**src/rtl/core/fbca_pkg.sv**
```systemverilog
`default_nettype none

package fbca_pkg;

   localparam int CACHE_DEPTH = 32;
   localparam int BLOCK_BITS  = 24;
   localparam int COUNT_BITS  = $clog2(CACHE_DEPTH + 2);
   localparam int KIND_BITS   = 3;
   localparam int REQ_BITS    = 2;

   typedef logic [BLOCK_BITS-1:0] block_type;
   typedef logic [COUNT_BITS-1:0] count_type;

   typedef enum logic [REQ_BITS-1:0] {
      REQ_FREE     = 2'd0,
      REQ_ALLOCATE = 2'd1,
      REQ_REFILL   = 2'd2,
      REQ_UNUSED   = 2'd3
   } req_code_type;

   typedef enum logic [KIND_BITS-1:0] {
      KIND_FREED        = 3'd0,
      KIND_ALLOCATED    = 3'd1,
      KIND_OUT_OF_SPACE = 3'd2,
      KIND_SPILL        = 3'd3,
      KIND_FETCH_CHAIN  = 3'd4,
      KIND_REFILL       = 3'd5,
      KIND_REJECTED     = 3'd6
   } kind_type;

   typedef enum logic [1:0] {
      CELL_HOLD,
      CELL_DOWN,
      CELL_UP
   } cell_op_type;

   typedef enum logic {
      ST_IDLE,
      ST_SPILL
   } state_type;

   // Stack control; the op goes to every cell.
   typedef struct packed {
      cell_op_type op;
      logic        plant;
      block_type   inject;
   } stack_ctrl_type;

endpackage

`default_nettype wire

```
**src/rtl/core/free_block_chain_allocator.sv**
```systemverilog
`default_nettype none

// Free block allocator with a cached stack of free block numbers held in a
// row of 32 shifting cells, the top of the stack in the first cell. Free,
// allocate, refill words and rejected requests each give one result item. A
// free on a full stack gives 34 result items: the count word, then one entry
// a cycle while the result side accepts, as the cell row rotates once past
// its bottom cell, then the freed item. A new request item is taken only
// once the previous one has finished and the result register can be loaded,
// so a stalled result side holds the input side as well.
module free_block_chain_allocator (
   input  wire                          clock,
   input  wire                          reset,
   input  wire                          req_valid,
   output logic                         req_ready,
   input  wire [fbca_pkg::REQ_BITS-1:0] req_type,
   input  fbca_pkg::block_type          req_block_number,
   input  fbca_pkg::block_type          req_refill_word,
   output logic                         rsp_valid,
   input  wire                          rsp_ready,
   output logic [fbca_pkg::KIND_BITS-1:0] rsp_kind,
   output fbca_pkg::block_type          rsp_target_block,
   output fbca_pkg::count_type          rsp_word_index,
   output fbca_pkg::block_type          rsp_word_value,
   output fbca_pkg::block_type          rsp_free_total,
   output logic                         rsp_last
);
   import fbca_pkg::*;

   localparam count_type DEPTH_COUNT = COUNT_BITS'(CACHE_DEPTH);
   localparam block_type DEPTH_BLOCK = BLOCK_BITS'(CACHE_DEPTH);

   state_type      state_ff, state_in;
   count_type      count_ff, count_in;
   block_type      total_ff, total_in;
   logic           refilling_ff, refilling_in;
   count_type      refill_pos_ff, refill_pos_in;
   count_type      spill_idx_ff, spill_idx_in;
   block_type      spill_block_ff, spill_block_in;

   logic           rsp_valid_ff, rsp_valid_in;
   kind_type       rsp_kind_ff, rsp_kind_in;
   block_type      rsp_target_ff, rsp_target_in;
   count_type      rsp_index_ff, rsp_index_in;
   block_type      rsp_value_ff, rsp_value_in;
   block_type      rsp_total_ff, rsp_total_in;
   logic           rsp_last_ff, rsp_last_in;

   stack_ctrl_type stack_ctrl;
   block_type      top_data;
   block_type      bottom_data;
   logic           out_load;
   count_type      clamped_count;
   req_code_type   req_code;

   fbca_stack u_stack (
      .clock       (clock),
      .ctrl        (stack_ctrl),
      .top_data    (top_data),
      .bottom_data (bottom_data)
   );

   assign req_code      = req_code_type'(req_type);
   assign clamped_count = (req_refill_word > DEPTH_BLOCK) ? DEPTH_COUNT
                                                          : req_refill_word[COUNT_BITS-1:0];

   always_comb begin
      state_in       = state_ff;
      count_in       = count_ff;
      total_in       = total_ff;
      refilling_in   = refilling_ff;
      refill_pos_in  = refill_pos_ff;
      spill_idx_in   = spill_idx_ff;
      spill_block_in = spill_block_ff;
      out_load       = !rsp_valid_ff || rsp_ready;
      rsp_valid_in   = rsp_valid_ff && !rsp_ready;
      rsp_kind_in    = rsp_kind_ff;
      rsp_target_in  = rsp_target_ff;
      rsp_index_in   = rsp_index_ff;
      rsp_value_in   = rsp_value_ff;
      rsp_total_in   = rsp_total_ff;
      rsp_last_in    = rsp_last_ff;
      stack_ctrl     = '{op: CELL_HOLD, plant: 1'b0, inject: '0};
      req_ready      = (state_ff == ST_IDLE) && out_load;

      case (state_ff)
         ST_IDLE: begin
            if (req_valid && req_ready) begin
               rsp_valid_in  = 1'b1;
               rsp_last_in   = 1'b1;
               rsp_kind_in   = KIND_REJECTED;
               rsp_target_in = '0;
               rsp_index_in  = '0;
               rsp_value_in  = '0;
               case (req_code)
                  REQ_FREE: begin
                     if (!refilling_ff) begin
                        if (total_ff != '1) begin
                           total_in = total_ff + 1'b1;
                        end
                        rsp_target_in = req_block_number;
                        if (count_ff >= DEPTH_COUNT) begin
                           // Full stack: the count word goes out now, the
                           // entries follow from the bottom cell.
                           rsp_kind_in    = KIND_SPILL;
                           rsp_value_in   = BLOCK_BITS'(count_ff);
                           rsp_last_in    = 1'b0;
                           spill_block_in = req_block_number;
                           spill_idx_in   = COUNT_BITS'(1);
                           state_in       = ST_SPILL;
                        end else if (count_ff == '0) begin
                           rsp_kind_in = KIND_FREED;
                           stack_ctrl  = '{op: CELL_DOWN, plant: 1'b1,
                                           inject: req_block_number};
                           count_in    = COUNT_BITS'(2);
                        end else begin
                           rsp_kind_in = KIND_FREED;
                           stack_ctrl  = '{op: CELL_DOWN, plant: 1'b0,
                                           inject: req_block_number};
                           count_in    = count_ff + 1'b1;
                        end
                     end
                  end
                  REQ_ALLOCATE: begin
                     if (!refilling_ff) begin
                        if (count_ff == '0 || top_data == '0) begin
                           rsp_kind_in = KIND_OUT_OF_SPACE;
                        end else begin
                           stack_ctrl    = '{op: CELL_UP, plant: 1'b0, inject: '0};
                           count_in      = count_ff - 1'b1;
                           rsp_target_in = top_data;
                           if (total_ff != '0) begin
                              total_in = total_ff - 1'b1;
                           end
                           if (count_ff == COUNT_BITS'(1)) begin
                              // The last cached block heads the next chain.
                              rsp_kind_in   = KIND_FETCH_CHAIN;
                              refilling_in  = 1'b1;
                              refill_pos_in = '0;
                           end else begin
                              rsp_kind_in = KIND_ALLOCATED;
                           end
                        end
                     end
                  end
                  REQ_REFILL: begin
                     if (refilling_ff) begin
                        rsp_kind_in  = KIND_REFILL;
                        rsp_index_in = refill_pos_ff;
                        if (refill_pos_ff == '0) begin
                           count_in     = clamped_count;
                           rsp_value_in = BLOCK_BITS'(clamped_count);
                        end else begin
                           rsp_value_in = req_refill_word;
                           // Only entries up to the count are ever read back.
                           if (refill_pos_ff <= count_ff) begin
                              stack_ctrl = '{op: CELL_DOWN, plant: 1'b0,
                                             inject: req_refill_word};
                           end
                        end
                        if (refill_pos_ff >= DEPTH_COUNT) begin
                           refilling_in  = 1'b0;
                           refill_pos_in = '0;
                        end else begin
                           refill_pos_in = refill_pos_ff + 1'b1;
                        end
                     end
                  end
                  default: begin
                     rsp_kind_in = KIND_REJECTED;
                  end
               endcase
               rsp_total_in = total_in;
            end
         end
         ST_SPILL: begin
            if (out_load) begin
               rsp_valid_in  = 1'b1;
               rsp_target_in = spill_block_ff;
               rsp_total_in  = total_ff;
               if (spill_idx_ff <= DEPTH_COUNT) begin
                  // Rotate the row so that every entry passes the bottom cell once.
                  rsp_kind_in  = KIND_SPILL;
                  rsp_index_in = spill_idx_ff;
                  rsp_value_in = bottom_data;
                  rsp_last_in  = 1'b0;
                  stack_ctrl   = '{op: CELL_DOWN, plant: 1'b0, inject: bottom_data};
                  spill_idx_in = spill_idx_ff + 1'b1;
               end else begin
                  rsp_kind_in  = KIND_FREED;
                  rsp_index_in = '0;
                  rsp_value_in = '0;
                  rsp_last_in  = 1'b1;
                  stack_ctrl   = '{op: CELL_DOWN, plant: 1'b0, inject: spill_block_ff};
                  count_in     = COUNT_BITS'(1);
                  state_in     = ST_IDLE;
               end
            end
         end
         default: begin
            state_in = ST_IDLE;
         end
      endcase
   end

   always_ff @(posedge clock) begin
      if (reset) begin
         state_ff      <= ST_IDLE;
         count_ff      <= '0;
         total_ff      <= '0;
         refilling_ff  <= 1'b0;
         refill_pos_ff <= '0;
         spill_idx_ff  <= '0;
         rsp_valid_ff  <= 1'b0;
      end else begin
         state_ff      <= state_in;
         count_ff      <= count_in;
         total_ff      <= total_in;
         refilling_ff  <= refilling_in;
         refill_pos_ff <= refill_pos_in;
         spill_idx_ff  <= spill_idx_in;
         rsp_valid_ff  <= rsp_valid_in;
      end
   end

   always_ff @(posedge clock) begin
      spill_block_ff <= spill_block_in;
      rsp_kind_ff    <= rsp_kind_in;
      rsp_target_ff  <= rsp_target_in;
      rsp_index_ff   <= rsp_index_in;
      rsp_value_ff   <= rsp_value_in;
      rsp_total_ff   <= rsp_total_in;
      rsp_last_ff    <= rsp_last_in;
   end

   assign rsp_valid        = rsp_valid_ff;
   assign rsp_kind         = rsp_kind_ff;
   assign rsp_target_block = rsp_target_ff;
   assign rsp_word_index   = rsp_index_ff;
   assign rsp_word_value   = rsp_value_ff;
   assign rsp_free_total   = rsp_total_ff;
   assign rsp_last         = rsp_last_ff;

   assert property (@(posedge clock) disable iff (reset)
      count_ff <= DEPTH_COUNT)
      else $error("cached count exceeds the stack depth");

   assert property (@(posedge clock) disable iff (reset)
      refilling_ff && refill_pos_ff == '0 |-> count_ff == '0)
      else $error("refill started with entries still cached");

   assert property (@(posedge clock) disable iff (reset)
      state_ff == ST_SPILL |-> !refilling_ff && count_ff == DEPTH_COUNT
                               && spill_idx_ff != '0)
      else $error("spill running outside a full stack");

   assert property (@(posedge clock) disable iff (reset)
      rsp_valid_ff && rsp_kind_ff == KIND_SPILL |-> !rsp_last_ff)
      else $error("spill word marked as the last item");

endmodule

`default_nettype wire

```
**src/rtl/core/fbca_cell.sv**
```systemverilog
`default_nettype none

module fbca_cell (
   input  wire                  clock,
   input  fbca_pkg::cell_op_type op,
   input  fbca_pkg::block_type   prev_data,
   input  fbca_pkg::block_type   next_data,
   output fbca_pkg::block_type   data_out
);
   import fbca_pkg::*;

   block_type data_ff;
   block_type data_in;

   always_comb begin
      case (op)
         CELL_HOLD: data_in = data_ff;
         CELL_DOWN: data_in = prev_data;
         CELL_UP:   data_in = next_data;
         default:   data_in = data_ff;
      endcase
   end

   always_ff @(posedge clock) begin
      data_ff <= data_in;
   end

   assign data_out = data_ff;

endmodule

`default_nettype wire

```
**src/rtl/core/fbca_stack.sv**
```systemverilog
`default_nettype none

module fbca_stack (
   input  wire                     clock,
   input  fbca_pkg::stack_ctrl_type ctrl,
   output fbca_pkg::block_type      top_data,
   output fbca_pkg::block_type      bottom_data
);
   import fbca_pkg::*;

   block_type cell_data [CACHE_DEPTH];
   block_type prev_data [CACHE_DEPTH];
   block_type next_data [CACHE_DEPTH];

   // Cell 0 is the top of the stack. Shifting down pushes, shifting up pops.
   // Planting puts the end-of-chain zero in cell 1 under the injected block.
   always_comb begin
      for (int i = 0; i < CACHE_DEPTH; i++) begin
         if (i == 0) begin
            prev_data[i] = ctrl.inject;
         end else if (i == 1 && ctrl.plant) begin
            prev_data[i] = '0;
         end else begin
            prev_data[i] = cell_data[i-1];
         end
         if (i == CACHE_DEPTH - 1) begin
            next_data[i] = '0;
         end else begin
            next_data[i] = cell_data[i+1];
         end
      end
   end

   for (genvar g = 0; g < CACHE_DEPTH; g++) begin : g_cell
      fbca_cell u_cell (
         .clock     (clock),
         .op        (ctrl.op),
         .prev_data (prev_data[g]),
         .next_data (next_data[g]),
         .data_out  (cell_data[g])
      );
   end

   assign top_data    = cell_data[0];
   assign bottom_data = cell_data[CACHE_DEPTH-1];

endmodule

`default_nettype wire
```
**config.mk**
```make
export PLATFORM = sky130hd
export DESIGN_NAME = free_block_chain_allocator
export DESIGN_NICKNAME = d
export VERILOG_FILES = /design/src/rtl/core/fbca_pkg.sv /design/src/rtl/core/free_block_chain_allocator.sv /design/src/rtl/core/fbca_cell.sv /design/src/rtl/core/fbca_stack.sv
export SDC_FILE = /design/constraint.sdc
export NUM_CORES = 2
export LEC_CHECK = 0
export BUFFER_PORTS_ARGS = -buffer_cell sky130_fd_sc_hd__buf_2
export CORE_MARGIN = 5
export CORE_UTILIZATION = 62
export DETAILED_ROUTE_END_ITERATION = 10
export PLACE_DENSITY = 0.8
export SETUP_SLACK_MARGIN = 0.1
export SLEW_MARGIN = 5
export SYNTH_ARGS = -nofsm -noshare
export SYNTH_HDL_FRONTEND = slang
export SYNTH_SLANG_ARGS = --single-unit
```
**constraint.sdc**
```tcl
create_clock -name clock -period 26.3 [get_ports clock]
set_clock_uncertainty 0.05 [all_clocks]
set_input_delay 3.945 -clock clock [delete_from_list [all_inputs] [get_ports clock]]
set_output_delay 3.945 -clock clock [all_outputs]
set_load 0.005 [all_outputs]
```
Yosys cells after proc, flatten, opt, wreduce, memory -nomap -nowiden
Cells that the tools add are included.

storage, ports and cells
  register bits after elaboration = 919
  input port bits = 54
  output and inout bits = 84
  logic and storage cells = 241

operators by class
  add/subtract/negate cells = 6
  order comparisons = 5
  equal/unequal tests = 24
  muxes and demuxes = 137
  bitwise logic cells = 2
  reduce and logical (&&, ||, !) cells = 21

operators by type and width
  cell                     count
  $pmux W24 S2             38
  $mux W24                 19
  $mux W6                  29
  $mux W26                 6
  $mux W27                 3
  $pmux W27 S3             1
  $pmux W27 S2             1
  $pmux W6 S2              4
  $mux W25                 1
  $add A24 B1 Y24 const B  1
  $gt A24 B6 Y1 const B    1
  $logic_not A24 Y1        1
  $ne A24 B24 Y1 const B   1
  $reduce_bool A24 Y1      1
  $sub A24 B1 Y24 const B  1
  $mux W1                  19
  $add A6 B1 Y6 const B    3
  $mux W3                  6
  $ne A3 B3 Y1 const B     6
  $pmux W6 S3              1
  $ge A6 B6 Y1 const B     2
  $logic_not A6 Y1         2
  $ne A2 B2 Y1 const B     6
  $ne A2 B1 Y1 const B     5
  23 further kinds         37

Depth between registers and ports, before layout
  depth in word-level cells = 9
  depth in mapped cells = 15
  gate-level depth less buffers = 11

Modules after synthesis
From an unflattened synthesis, not the netlist that was laid out.

second synthesis, totals
  cells, all modules = 2749
  area, all modules = 45559.9 µm²

by module, submodules not included
  module                      times used  cells each  area an instance (µm²)  seq. area each (µm²)
  fbca_cell                   32          54          1137.3                  720.7
  free_block_chain_allocator  1           994         8948.6                  4083.9
  fbca_stack                  1           27          216.5                   0.0

Least setup slack after synthesis
No wires, ideal clock.

  kind = input-to-reg
  from = input port req_type[1] (netlist bit)
  to = register u_stack.g_cell[0].u_cell.data_ff[0], enable pin
  setup time = 1.113 ns
  arrival time = 20.113 ns
  data required time = 25.137 ns
  setup slack = 5.024 ns
  stages on the path = 8
  path buffers = 2
  cell sequence = inv_1 ha_1 inv_1 clkbuf_1 clkbuf_1 nor4_1 ha_1 inv_1

on the way
  cells in the longest elaborated chain, start to end = 6
  elaborated cells on any way between the ends = 9
  classes of those cells = eq/ne (4); mux (3); reduce/logical (2)

RTL lines
  element                                              RTL line                          RTL
  from (decl)                                          free_block_chain_allocator.sv:16  input wire [fbca_pkg::REQ_BITS-1:0] req_type,
  $eq A2 B2 Y1, or another cell as far along           free_block_chain_allocator.sv:95  case (req_code)
  $pmux W27 S3 *                                       free_block_chain_allocator.sv:95
  $mux W27 *                                           free_block_chain_allocator.sv:88  if (req_valid && req_ready) begin
  $pmux W27 S2 *                                       free_block_chain_allocator.sv:86  case (state_ff)
  $eq A2 B2 Y1 / $eq A2 B1 Y1 (equally long branches)  fbca_cell.sv:16                   case (op)
  $reduce_bool A2 Y1 (no line) *                       -
  to (signal assigned)                                 fbca_cell.sv:25                   data_ff <= data_in;
  to (decl)                                            fbca_cell.sv:12                   block_type data_ff;

Every way passes the cells marked *; elsewhere a longest branch is shown, timed or not.
A chain may end at the register's enable or synchronous reset.

Worst setup path in the final report
  from = input port req_type[1] (netlist bit)
  to = register u_stack.g_cell[28].u_cell.data_ff[19], data pin

on the way
  cells in the longest elaborated chain, start to end = 6
  elaborated cells on any way between the ends = 9
  classes of those cells = eq/ne (4); mux (4); reduce/logical (1)

RTL lines
  element                                              RTL line                          RTL
  $eq A2 B2 Y1, or another cell as far along           free_block_chain_allocator.sv:95
  $pmux W27 S3 *                                       free_block_chain_allocator.sv:95
  $mux W27 *                                           free_block_chain_allocator.sv:88
  $pmux W27 S2 *                                       free_block_chain_allocator.sv:86
  $eq A2 B2 Y1 / $eq A2 B1 Y1 (equally long branches)  fbca_cell.sv:16
  $pmux W24 S2 *                                       fbca_cell.sv:16
  via u_stack.g_cell[28].u_cell.data_in[19]            fbca_cell.sv:13                   block_type data_in;
  to (signal assigned)                                 fbca_cell.sv:25
  to (decl)                                            fbca_cell.sv:12

The timed path passes the listed nets; every way through them passes the cells marked *.

==> flow_metrics.env <==
export IMPL_synthArstFlopShare_pct=0
export IMPL_worstPathArrival_ps=9200
export IMPL_drt_iter0_markers=2777
export IMPL_p_comb_share_pct=7.3
export IMPL_dpl_cell_area_um2=42620
export IMPL_multiInputGateArea_um2=13330
export IMPL_p_leak_nw=15.19
export IMPL_max_clock_freq_mhz=112.9
export IMPL_num_rows=94
export IMPL_antenna_found_initial=0
export IMPL_switching_share_pct=22.54
export IMPL_cts_resized=0
export IMPL_finalInstanceArea_um2=45620
export IMPL_outcome="finished, final reports clean"
export IMPL_clkPwrFrac_pct=39.6
export IMPL_finalSetupViolCount=0
export IMPL_synth_top_cell_area_share_pct=63.56
export IMPL_seq_area_um2=27150
export IMPL_synth_edff_count=874
export IMPL_die_height_um=268.1
export IMPL_path_max_fanout=96
export IMPL_ys_flop_type="edfxtp_1"
export IMPL_cp_data_required_time_ps=26640
export IMPL_ys_ff_latch=919
export IMPL_p_int_mw=2.540
export IMPL_ys_seq_area_share_pct=65.74
export IMPL_postCtsHoldBufs=0
export IMPL_numCtsBuffers=92
export IMPL_dp_final_hpwl_um=54360
export IMPL_power_density_nw_per_um2=71.89
export IMPL_worst_ir_drop_vdd_mv=0.05779
export IMPL_cts_path_max_buffers=3
export IMPL_ios=138
export IMPL_drc=0
export IMPL_cp_start_kind="input pin"
export IMPL_insertion_delay_ps=650
export IMPL_cts_sinks=919
export IMPL_synthesis_nets=2768
export IMPL_core_um2=65860
export IMPL_slew_viol_final=0
export IMPL_cts_tree="done"
export IMPL_avgSynthCellArea_um2=15.34
export IMPL_gp_congestion=0.9272
export IMPL_timing_final_crit_share_pct=33.69
export IMPL_synth_area_um2=41290
export IMPL_drt_pass1_iterations=6
export IMPL_nFillCells=4225
export IMPL_die_w_um=268.1
export IMPL_final_hold_violation_count=0
export IMPL_postCtsSetupBuffers=0
export IMPL_ys_top_cells_by_area="edfxtp_1, mux2_2, dfxtp_1"
export IMPL_root_buffer="clkbuf_16"
export IMPL_grt_max_degree=207
export IMPL_grt_pass1_wl_um=131500
export IMPL_syn_inst=2692
export IMPL_ant_nets=0
export IMPL_area_growth_pct=10.47
export IMPL_drive_gt1_share_pct=36.29
export IMPL_yosys_warnings=0
export IMPL_grt_setup_unrepaired="false"
export IMPL_synth_lib_cells_used_distinct=80
export IMPL_synth_top_area_cell="edfxtp_1"
export IMPL_crit_path_end_kind="flip-flop"
export IMPL_die_area_um2=71860
export IMPL_cap_violations=0
export IMPL_ys_top_cells_by_count="edfxtp_1, mux2_2, clkbuf_1, nand2_1, a21oi_1"
export IMPL_min_period_ps=8861
export IMPL_seqPwrFrac_pct=53.1
export IMPL_max_slew_margin_pct=10.39
export IMPL_totalWireLength_um=84560
export IMPL_yosysMostFrequentCell="edfxtp_1"
export IMPL_worst_slew_pin_slew_ps=1344
export IMPL_grt_ovfl_total=0
export IMPL_wl_per_cell_um=22.74
export IMPL_hold_class="reg -> reg"
export IMPL_port_buffers=137
export IMPL_htree_levels=3
export IMPL_initial_utilization_pct=62.70
export IMPL_path_clk_slew_ps=60
export IMPL_first_global_vias=23229
export IMPL_setup_tns_ps=0
export IMPL_num_vias=23532
export IMPL_critPathKind="in -> reg"
export IMPL_power_switching_mw=0.7393
export IMPL_viasPerCell=6.329
export IMPL_nets=2850
export IMPL_power_mw=3.280
export IMPL_grt_usage_pct=22.80
## cell type report
class,count,area share (%)
Inverter,39,0.3373
Timing Repair Buffer,163,1.986
Multi-Input combinational cell,1559,29.21
Sequential cell,919,59.51
Clock inverter,64,1.327
Antenna cell,2,0.01097
Clock buffer,108,5.247
Tap cell,864,2.370
## sequential cells by signal (all words and copies together), names as in the netlist
signal / count
u_stack.g_cell.u_cell.data_out: 768
rsp_free_total: 24
rsp_target_block: 24
rsp_word_value: 24
spill_block_ff: 24
total_ff: 24
count_ff: 6
refill_pos_ff: 6
rsp_word_index: 6
spill_idx_ff: 6
rsp_kind: 3
refilling_ff: 1
rsp_last: 1
rsp_valid: 1
state_ff: 1
## through the flow
stage | worst slack, ps | util [%] | hold WS, ps | instances
after floorplan | 5024 | - | 425.6 | 2692
after global placement | 17060 | 64.70 | 439.3 | 3544
after detailed placement | 16830 | 64.70 | 467.8 | 3544
after CTS | 17530 | 69.26 | 478.1 | 3716
after global routing | 17120 | 69.26 | 520.0 | 3716
final | 17440 | 69.26 | 485.0 | 3718
## placed cells by master (no fill, tap or decap), drive strengths merged, types with 45 or more instances in the layout
cell	count
a21oi	74
a22o	47
buf	163
clkbuf	108
clkinv	49
dfxtp	45
edfxtp	874
mux2	707
nand2	154
nor2	74
o21ai	53
## path summary, 6_finish.rpt
| check | startpoint | end | slack (ps) | depth (start not counted) |
|---|---|---|---|---|
| worst max register to register | u_stack.g_cell[0].u_cell.data_out[0] | u_stack.g_cell[5].u_cell.data_out[1] | 20370 | 8 |
| worst min register to register | spill_idx_ff[1] | spill_idx_ff[1] | 490 | 2 |
| worst max-delay path | req_type[1] | u_stack.g_cell[28].u_cell.data_out[19] | 17440 | 10 |
| worst min-delay path | spill_idx_ff[1] | spill_idx_ff[1] | 490 | 2 |
## logic make-up after synthesis
family          count (synthesis)  share of synthesized area (%)
fa+ha+maj                      22                         0.6666
mux                           726                          19.74
simple gates                  451                          5.514
flops                         919                          65.74
buf+inv                       214                          2.079
compound gates                349                          6.030
xor+xnor                       11                         0.2333
## routing by layer
layer / track usage (%) / vias to the layer above / wire, µm
li1: - / 10700 / -
met1: 33.95 / 11698 / 37200
met2: 34.73 / 964 / 38260
met3: 4.752 / 170 / 6988
met4: 6.597 / 0 / 2104
met5: 0 / - / 0
## critical path, stage by stage
cell and delay, ps:
buf_2 110, inv_1 70, ha_1 140, buf_4 390, inv_1 500, nor4_1 720
ha_4 810, buf_4 910, buf_4 970, mux2_2 430
## power by group through the flow
stage | Clock (mW) | Sequential (mW) | Combinational, mW
final | 1.30 | 1.74 | 0.240
after global routing | 1.39 | 1.75 | 0.258
after CTS | 1.33 | 1.74 | 0.238
after detailed placement | 0 | 1.77 | 0.236
after global placement | 0 | 1.77 | 0.226
after floorplan | 0 | 1.80 | 0.173
No activity file was read; power rests on OpenSTA's default activity.
